$ cat src/rtl/cde_pkg.sv
package cde_pkg;

   localparam int MAX_CLASSES = 256;
   localparam int KEY_BITS    = 32;

   localparam int ROW_W     = 16;
   localparam int IN_KEY_W  = 32;
   localparam int CLASS_W   = $clog2(MAX_CLASSES);
   localparam int USED_W    = $clog2(MAX_CLASSES + 1);
   localparam int CLASS_ID_W = 8;
   localparam int COUNT_W   = 16;

   localparam int REQ_DATA_W = 48;
   localparam int RSP_DATA_W = 40;
   localparam int RSP_USER_W = 2;

   localparam logic [COUNT_W-1:0] COUNT_MAX = '1;

   localparam int USER_NEW_BIT  = 0;
   localparam int USER_FULL_BIT = 1;

   typedef struct packed {
      logic start;
      logic scan;
      logic count_write;
      logic new_write;
      logic full_load;
   } cde_cmd_type;

   typedef struct packed {
      logic hit;
      logic scan_end;
      logic full;
   } cde_stat_type;

endpackage

$ cat src/rtl/cde_ctrl.sv
module cde_ctrl (
   input  logic                 clock,
   input  logic                 reset,
   input  logic                 req_tvalid,
   output logic                 req_tready,
   output logic                 rsp_tvalid,
   input  logic                 rsp_tready,
   input  cde_pkg::cde_stat_type stat,
   output cde_pkg::cde_cmd_type  cmd
);
   import cde_pkg::*;

   typedef enum logic [1:0] {
      ST_IDLE,
      ST_SCAN,
      ST_COUNT,
      ST_INSERT
   } state_type;

   state_type state_ff, state_in;
   logic      rsp_valid_ff, rsp_valid_in;
   logic      out_free;
   logic      load;

   assign out_free   = !rsp_valid_ff || rsp_tready;
   assign req_tready = (state_ff == ST_IDLE);
   assign rsp_tvalid = rsp_valid_ff;

   always_comb begin
      cmd      = '0;
      state_in = state_ff;
      case (state_ff)
         ST_IDLE: begin
            if (req_tvalid) begin
               cmd.start = 1'b1;
               state_in  = ST_SCAN;
            end
         end
         ST_SCAN: begin
            cmd.scan = 1'b1;
            if (stat.hit) begin
               state_in = ST_COUNT;
            end else if (stat.scan_end) begin
               state_in = ST_INSERT;
            end
         end
         ST_COUNT: begin
            if (out_free) begin
               cmd.count_write = 1'b1;
               state_in        = ST_IDLE;
            end
         end
         ST_INSERT: begin
            if (out_free) begin
               cmd.full_load = stat.full;
               cmd.new_write = !stat.full;
               state_in      = ST_IDLE;
            end
         end
         default: begin
            state_in = ST_IDLE;
         end
      endcase
   end

   assign load = cmd.count_write || cmd.new_write || cmd.full_load;

   always_comb begin
      rsp_valid_in = rsp_valid_ff;
      if (load) begin
         rsp_valid_in = 1'b1;
      end else if (rsp_tready) begin
         rsp_valid_in = 1'b0;
      end
   end

   always_ff @(posedge clock) begin
      if (reset) begin
         state_ff     <= ST_IDLE;
         rsp_valid_ff <= 1'b0;
      end else begin
         state_ff     <= state_in;
         rsp_valid_ff <= rsp_valid_in;
      end
   end

endmodule

$ cat config.mk
export PLATFORM = sky130hd
export DESIGN_NAME = cde_ctrl
export DESIGN_NICKNAME = d
export VERILOG_FILES = /design/src/rtl/cde_pkg.sv /design/src/rtl/cde_ctrl.sv
export SDC_FILE = /design/constraint.sdc
export NUM_CORES = 1
export LEC_CHECK = 0
export BUFFER_PORTS_ARGS = -buffer_cell sky130_fd_sc_hd__buf_2
export CORE_AREA = 3 3 40 42
export CTS_CLUSTER_SIZE = 12
export DETAILED_ROUTE_END_ITERATION = 16
export DIE_AREA = 0 0 43 45
export HOLD_SLACK_MARGIN = 0.12
export PLACE_DENSITY = 0.46
export RECOVER_POWER = 25
export SLEW_MARGIN = 10
export SYNTH_ARGS = -nofsm -noshare
export SYNTH_HDL_FRONTEND = slang
export SYNTH_SLANG_ARGS = --single-unit
$ cat constraint.sdc
create_clock -name clock -period 2.1 [get_ports clock]
set_clock_uncertainty 0.2 [all_clocks]
set_input_delay 0.21 -clock clock [delete_from_list [all_inputs] [get_ports clock]]
set_output_delay 0.21 -clock clock [all_outputs]
set_load 0.1 [all_outputs]
* Yosys cells after proc, flatten, opt, wreduce, memory -nomap -nowiden
Cells that the tools add are included.
** Word-level totals
- Output and inout bits :: 7
- RAM bits :: 0
- Flip-flop bits (word level) :: 3
- Memory bits (read-only) :: 0
- Bits of input ports :: 7
- Memories :: 0
- Latch bits :: 0
** Cells by class
- Magnitude comparators :: 0
- Multipliers :: 0
- Equality and inequality tests :: 6
- Reduce and logical (&&, ||, !) cells :: 9
- Bitwise logic cells :: 0
- Mux-type cells :: 14
- Divide/modulo/power cells :: 0
- Shifts and indexed selects :: 0
- Add/sub/neg operators :: 0
** Operators with widths (count)
- 2-bit two-way mux :: 6
- 1-bit two-way mux :: 7
- 2-bit one-hot mux with 3 select lines :: 1
- 2-bit equality test, second input constant :: 2
- 1-bit logical OR :: 3
- 3-bit inequality test, second input constant :: 1
- 3-bit AND reduction :: 1
- 2-bit by 1-bit equality test with 1-bit output, second input constant :: 1
- 1-bit zero test :: 2
- 2-bit zero test :: 1
- 2-bit by 1-bit inequality test with 1-bit output, second input constant :: 1
- 2-bit inequality test, second input constant :: 1
- 2-bit nonzero test :: 1
- 2-bit OR reduction :: 1

* Logic depth before layout (Yosys ltp)
Gate-level depths: netlist of run 1.
- Depth in word-level cells :: 7
- Mapped depth :: 3
- Mapped depth without buffers :: 3

* Worst setup path after synthesis of run 1
Ideal clock, no wire load.
- Path kind :: register -> output
- Start point :: reg state_ff[1]
- End point :: out cmd[4] (netlist bit)
- Stages on the path, launching flop included :: 3
- Arrival time :: 2.570 ns
- Path buffers :: 0
- Data required time :: 1.690 ns
- Slack :: -0.880 ns
- Path through :: dfxtp_1 nor2_1 and2_1
** RTL lines
- start, declared :: line cde_ctrl.sv:20 : state_type state_ff, state_in;
- start signal, assigned :: line cde_ctrl.sv:82 : state_ff <= state_in;
- end, declared :: line cde_ctrl.sv:9 : output cde_pkg::cde_cmd_type cmd

* Worst setup path in the final report of run 1
- Start point :: reg rsp_valid_ff (netlist: rsp_tvalid)
- End point :: out rsp_tvalid
** RTL lines
- start, declared :: line cde_ctrl.sv:21 : logic rsp_valid_ff, rsp_valid_in;
- start signal, assigned :: line cde_ctrl.sv:83 : rsp_valid_ff <= rsp_valid_in;
- end, declared :: line cde_ctrl.sv:6 : output logic rsp_tvalid,
No word-level cell between the ends.

==> run metrics, run 1 <==
Die ar. between 1500 and 2000 um2; first-pass GRT wire length 931 um; syn nets 29; relative slew slack 0.229; Max Root-Sink Buffers 2; end-of-flow core utilization 0.269; share of post-route cells with drive strength above 1 0.558; Finished Layout Cells 58; YS warnings 0; number of global-route vias before repair between 200 and 250; Die Wd 43 um; CTS tree built; Min Clock Period, post-route about 1.8 ns; HP Class input port to flip-flop; Synth area leaders dfxtp_1 (33%), a21oi_1 (8.2%), nor2b_4 (7.5%); Crit Path Max Fanout 3; Post-synth EDFFs 0; area share of the largest cell type after synthesis 0.329; Seq cells post-synth 3; leakage power 0.157 nW; share of async-settable or async-resettable flops after synthesis 0; Peak VDD IR 0.000209 V; Die Ht 45 um; Clock Latency Late Sink between 0.2 and 0.25 ns; count of maximum capacitance violations 0; final WL 504 um; clk sink count 3; startpoint types flip-flop; Cells after Synth 22; # diodes 0; Synth top cells by count a21oi_1 (3), dfxtp_1 (3), nand2_1 (2), nor2_1 (2); largest net degree at the start of global routing 8; total power per unit cell area 790 nW/um2; Setup Slack @ Placement ~0.51 ns; sequential fraction of the synthesis area 0.329; CP delay by family, top buffers and inverters; initial antenna violation count 0; GP Congestion 0.660; area leader, netlist dfxtp_1; crit path cell chain clkbuf_1; dpl cell area about 280 um2; IO buf count 13; DR vias around 220; setup bufs post-CTS 0; grt ovf 0; Synth Flop Type dfxtp_1; post-synthesis cell area 183 um2; CP max stage delay approximately 0.86 ns; area grow syn2layout 89.0%; Worst EP required 1.69 ns; Buf/Inv on CP 1; worst slew pin tran approximately 1.2 ns; # IOs 14; Tcrit/Tclk final 0.866; CTS Root Cell clkbuf_4; Pwr Total between 0.2 and 0.3 mW; vias per cell 3.71; final instance area 345 um2; final hold vios 0; Max Fclk 550 MHz; Slew Limit Fails 0; number of CTS-inserted buffers 3; RSZ-0062 raised after global routing no; clk slew on worst S/H paths 0.04 ns; number of iterations in the first detailed-routing pass 1; Fill cells 150; Routed Antenna Nets 0; slowest cell on the critical path clkbuf_1; critical path type flip-flop to output port; critical path endpoint category output port; Final WS setup between 0.2 and 0.3 ns; run status finished, final reports clean; HPWL after detailed placement 388 um; # setup viols final 0; CP arrival 1.41 ns; core area 1280 um2; FP Rows 13; WL per Instance 8.69 um; Nets just over 50; Synth cell types 16; Syn Area/Cell between 8 and 9 um2; GRT Resource Usage Total 0.0707; initial core utilization 0.142; H-Tree Depth 1; cell total after placement 50; DR DRC count 0; initial DRC count 0
==> worst reg2reg max path, cell delays in order (launching register included) <==
cell	delay [ns]
dfxtp_1	0.45
nor2b_4	0.21
o21ai_2	0.06
a21oi_2	0.12
dlygate4sd3_1	0.54
==> registers in the layout, indices dropped and copies added (netlist names) <==
register / cells
state_ff: 2
rsp_tvalid: 1
==> final timing paths <==
path | start | to | slack (ns) | cells after the start
hold / removal | rsp_tready | state_ff[0]$_SDFFE_PP0P_ | 0.16 | 4
setup reg to reg | state_ff[0]$_SDFFE_PP0P_ | state_ff[1]$_SDFFE_PP0P_ | 0.47 | 4
setup / recovery | rsp_tvalid$_SDFFE_PP0P_ | rsp_tvalid | 0.28 | 1
hold reg to reg | state_ff[0]$_SDFFE_PP0P_ | state_ff[0]$_SDFFE_PP0P_ | 0.41 | 2
==> cells by family (layout without fill, tap and decap cells) <==
kind of cell	count (synthesis)	after routing	synth area share
compound gates	6	6	0.205
buf+inv	2	23	0.0616
flops	3	3	0.329
simple gates	11	11	0.404
==> timing repair <==
action                                  in CTS  in global routing
resized for setup                            0                  0
endpoints found under the setup margin       0                  0
endpoints found under the hold margin        3                  0
hold buffers                                 4                  0
==> metal layers <==
layer / GRT usage / share of wire
met1: 0.0793 / 0.46
met2: 0.0928 / 0.38
met3: 0.0598 / 0.15
met4: 0.0361 / 0
met5: 0 / 0
==> where the power goes <==
group | switching (mW) | total, mW | leakage [nW] | internal, mW
Sequential | 0.00474 | 0.0660 | 0.0251 | 0.0612
Clock | 0.0311 | 0.102 | 0.0150 | 0.0713
Combinational | 0.0785 | 0.104 | 0.117 | 0.0258
==> layout make-up <==
| type | count | area (um2) | share of cell area |
|---|---|---|---|
| flip-flops and latches | 3 | 61.3 | 0.178 |
| clock buffers | 4 | 26.3 | 0.0761 |
| inverters | 1 | 3.75 | 0.0109 |
| repair buffers | 18 | 111 | 0.322 |
| well taps | 15 | 18.8 | 0.0543 |
| multi-input cells | 17 | 124 | 0.359 |
==> stage by stage <==
step	TNS, ns	hold WS (ns)
floorplan	-0.128	0.0717
global placement	0	0.211
detailed placement	0	0.211
CTS	0	0.138
global route	0	0.212
finish	0	0.155
==> placed cells by master, fill, tap and decap left out <==
cell type	synthesis	layout
o21ai_0	0	1
nor2b_4	1	1
dfxtp_1	3	2
nor2b_1	1	1
nor3_1	1	1
dfxtp_2	0	1
nand2b_1	1	1
nand2_1	2	2
a21oi_2	1	1
and4_1	1	1
nor3b_4	0	1
o21ai_2	1	1
buf_4	1	1
clkbuf_1	0	2
buf_2	0	12
and2_2	0	1
nor2_2	0	2
inv_1	1	1
clkbuf_4	0	3
dlygate4sd3_1	0	4
a21oi_1	3	3
Note: power is estimated with default switching activity, not from simulation.
==> run 2: changes to the inputs <==
--- a/config.mk
+++ b/config.mk
@@ -15,2 +15,3 @@
 export RECOVER_POWER = 25
+export REMOVE_ABC_BUFFERS = 1
 export SLEW_MARGIN = 10
==> constraint.sdc (replaced) <==
create_clock -name clock -period 2.1 [get_ports clock]
set_clock_uncertainty 0.2 [all_clocks]
set_input_delay 0.525 -clock clock [delete_from_list [all_inputs] [get_ports clock]]
set_output_delay 0.525 -clock clock [all_outputs]
set_load 0.1 [all_outputs]
==> run metrics, run 2 (synthesis results as in run 1) <==
CTS Hold Bufs 0 (-4); initial antenna violation count 0 (unchanged); clk slew on worst S/H paths 0.04 ns (about the same); # IOs 14 (unchanged); Seq pwr share 0.246 (+0.004); commonest non-fill, non-tap cells in the layout buf_2 (9), buf_12 (4), a21oi_1 (3), clkbuf_4 (3), dfxtp_1 (3); final hold vios 0 (unchanged); run status finished, final reports clean; largest net degree at the start of global routing 9 (+1); Slew Limit Fails 0 (unchanged); HP Class input port to flip-flop; # diodes 0 (unchanged); startpoint types flip-flop; relative slew slack 0.677 (+0.448); final WL 427 um (-15%); worst slew pin tran 0.489 ns (-0.674 ns); Setup Slack @ Placement 0.0791 ns (-0.428 ns); Die ar. 1940 um2 (unchanged); FP Rows 13 (unchanged); setup_tns 0 ns (unchanged); vias per cell 3.68 (-0.75%); combinational power share 0.387 (+0.004); CP arrival 1.29 ns (-0.12 ns); clk sink count 3 (unchanged); IO buf count 13 (unchanged); net switching power 0.111 mW (-3.2%); critical path endpoint category output port; # setup viols final 0 (unchanged); commonest non-fill, non-tap cell in the layout buf_2; critical path type flip-flop to output port; Crit Path Max Fanout 8 (+5); initial core utilization 0.142 (unchanged); Min Clock Period, post-route 2.01 ns (+0.193 ns); GRT Resource Usage Total 0.0532 (-0.0175); leakage power 0.144 nW (-8.4%); grt ovf 0 (unchanged); Largest register FFs 2 (unchanged); Tcrit/Tclk final 0.958 (+0.0921); Worst EP required 1.37 ns (-0.32 ns); total power per unit cell area 787 nW/um2 (-0.33%); area grow syn2layout 89.0% (unchanged); number of CTS-inserted buffers 3 (unchanged); RSZ-0062 raised after global routing no; GP Congestion 0.630 (-4.6%); Die Ht 45 um (unchanged); Clock Latency Late Sink 0.23 ns (about the same); core area 1280 um2 (unchanged); part of the power in the clock network 0.367 (-0.009); register area 60.1 um2 (-2.0%); CP max stage delay 0.48 ns (-0.38 ns); number of iterations in the first detailed-routing pass 3 (+2); H-Tree Depth 1 (unchanged); first-pass GRT wire length 696 um (-25%); Max Fclk 497 MHz (-9.6%); initial DRC count 3 (+3); share of post-route cells with drive strength above 1 0.526 (-0.0318); Pwr Total 0.272 mW (-0.33%); DR vias 195 (-9.3%); Final WS setup 0.0872 ns (-0.193 ns); Sw Share 0.407 (-0.0121); most flop-heavy register state_ff; Peak VDD IR 0.000259 V (+24%); Hold Worst Slack 0.283 ns (+0.128 ns); crit path cell chain nand2_1 > nor3b_2 > buf_12; Max Root-Sink Buffers 2 (unchanged); DR DRC count 0 (unchanged); setup bufs post-CTS 0 (unchanged); Routed Antenna Nets 0 (unchanged); Fill cells 147 (-2.0%); P_int 0.161 mW (+1.7%); multi-input logic area 111 um2 (-10%); number of global-route vias before repair 172 (-23%); Die Wd 43 um (unchanged); slowest cell on the critical path dfxtp_1; CTS resizes 0 (unchanged); Nets 46 (-9.8%); CTS Root Cell clkbuf_4; WL per Instance 8.06 um (-7.3%); count of maximum capacitance violations 0 (unchanged); CTS tree built
run 2: cell types whose count changed in the layout (fill, tap and decap cells not counted), sizes merged:
cell / before / now
clkbuf: 5 / 4
dlygate4sd3: 4 / 0
run 2: critical path: cells and delay by family (launching register included):
family,cells,cell delay [ns]
buffers and inverters,1,0.21
flip-flops,1,0.48
AND/OR/NAND/NOR,2,0.37
run 2: final timing paths:
kind | to | slack, ns | start | cells past startpoint
max | cmd[1] | 0.09 | state_ff[1]$_SDFFE_PP0P_ | 3
min | state_ff[1]$_SDFFE_PP0P_ | 0.28 | reset | 2
max reg2reg | state_ff[0]$_SDFFE_PP0P_ | 1.02 | state_ff[1]$_SDFFE_PP0P_ | 3
min reg2reg | rsp_tvalid$_SDFFE_PP0P_ | 0.33 | rsp_tvalid$_SDFFE_PP0P_ | 2
run 2: power by group through the flow:
stage	sequential, mW	clock (mW)	combinational [mW]
after floorplan	0.0725	0	0.0716
after global placement	0.0676	0	0.106
after detailed placement	0.0676	0	0.106
after CTS	0.0667	0.107	0.106
after global routing	0.0676	0.110	0.110
final	0.0668	0.0997	0.105
run 2: layout make-up:
class / count / area share
Sequential cell: 3 / 0.174
Inverter: 1 / 0.0109
Clock buffer: 4 / 0.0761
Tap cell: 15 / 0.0543
Timing Repair Buffer: 13 / 0.362
Multi-Input combinational cell: 17 / 0.322
run 2: layer usage:
| metal | vias to the layer above | global-route usage | share of wire |
|---|---|---|---|
| met3 | 0 | 0.0359 | 0.087 |
| met5 | - | 0 | 0 |
| met2 | 10 | 0.0539 | 0.34 |
| met4 | 0 | 0.0542 | 0 |
| li1 | 108 | - | - |
| met1 | 77 | 0.0671 | 0.57 |
run 2: through the flow:
step                instances  utilization  instance area (um2)
floorplan                  21            -                  175
global placement           49        0.248                  319
detailed placement         49        0.248                  319
CTS                        53        0.269                  345
global route               53        0.269                  345
finish                     53        0.269                  345
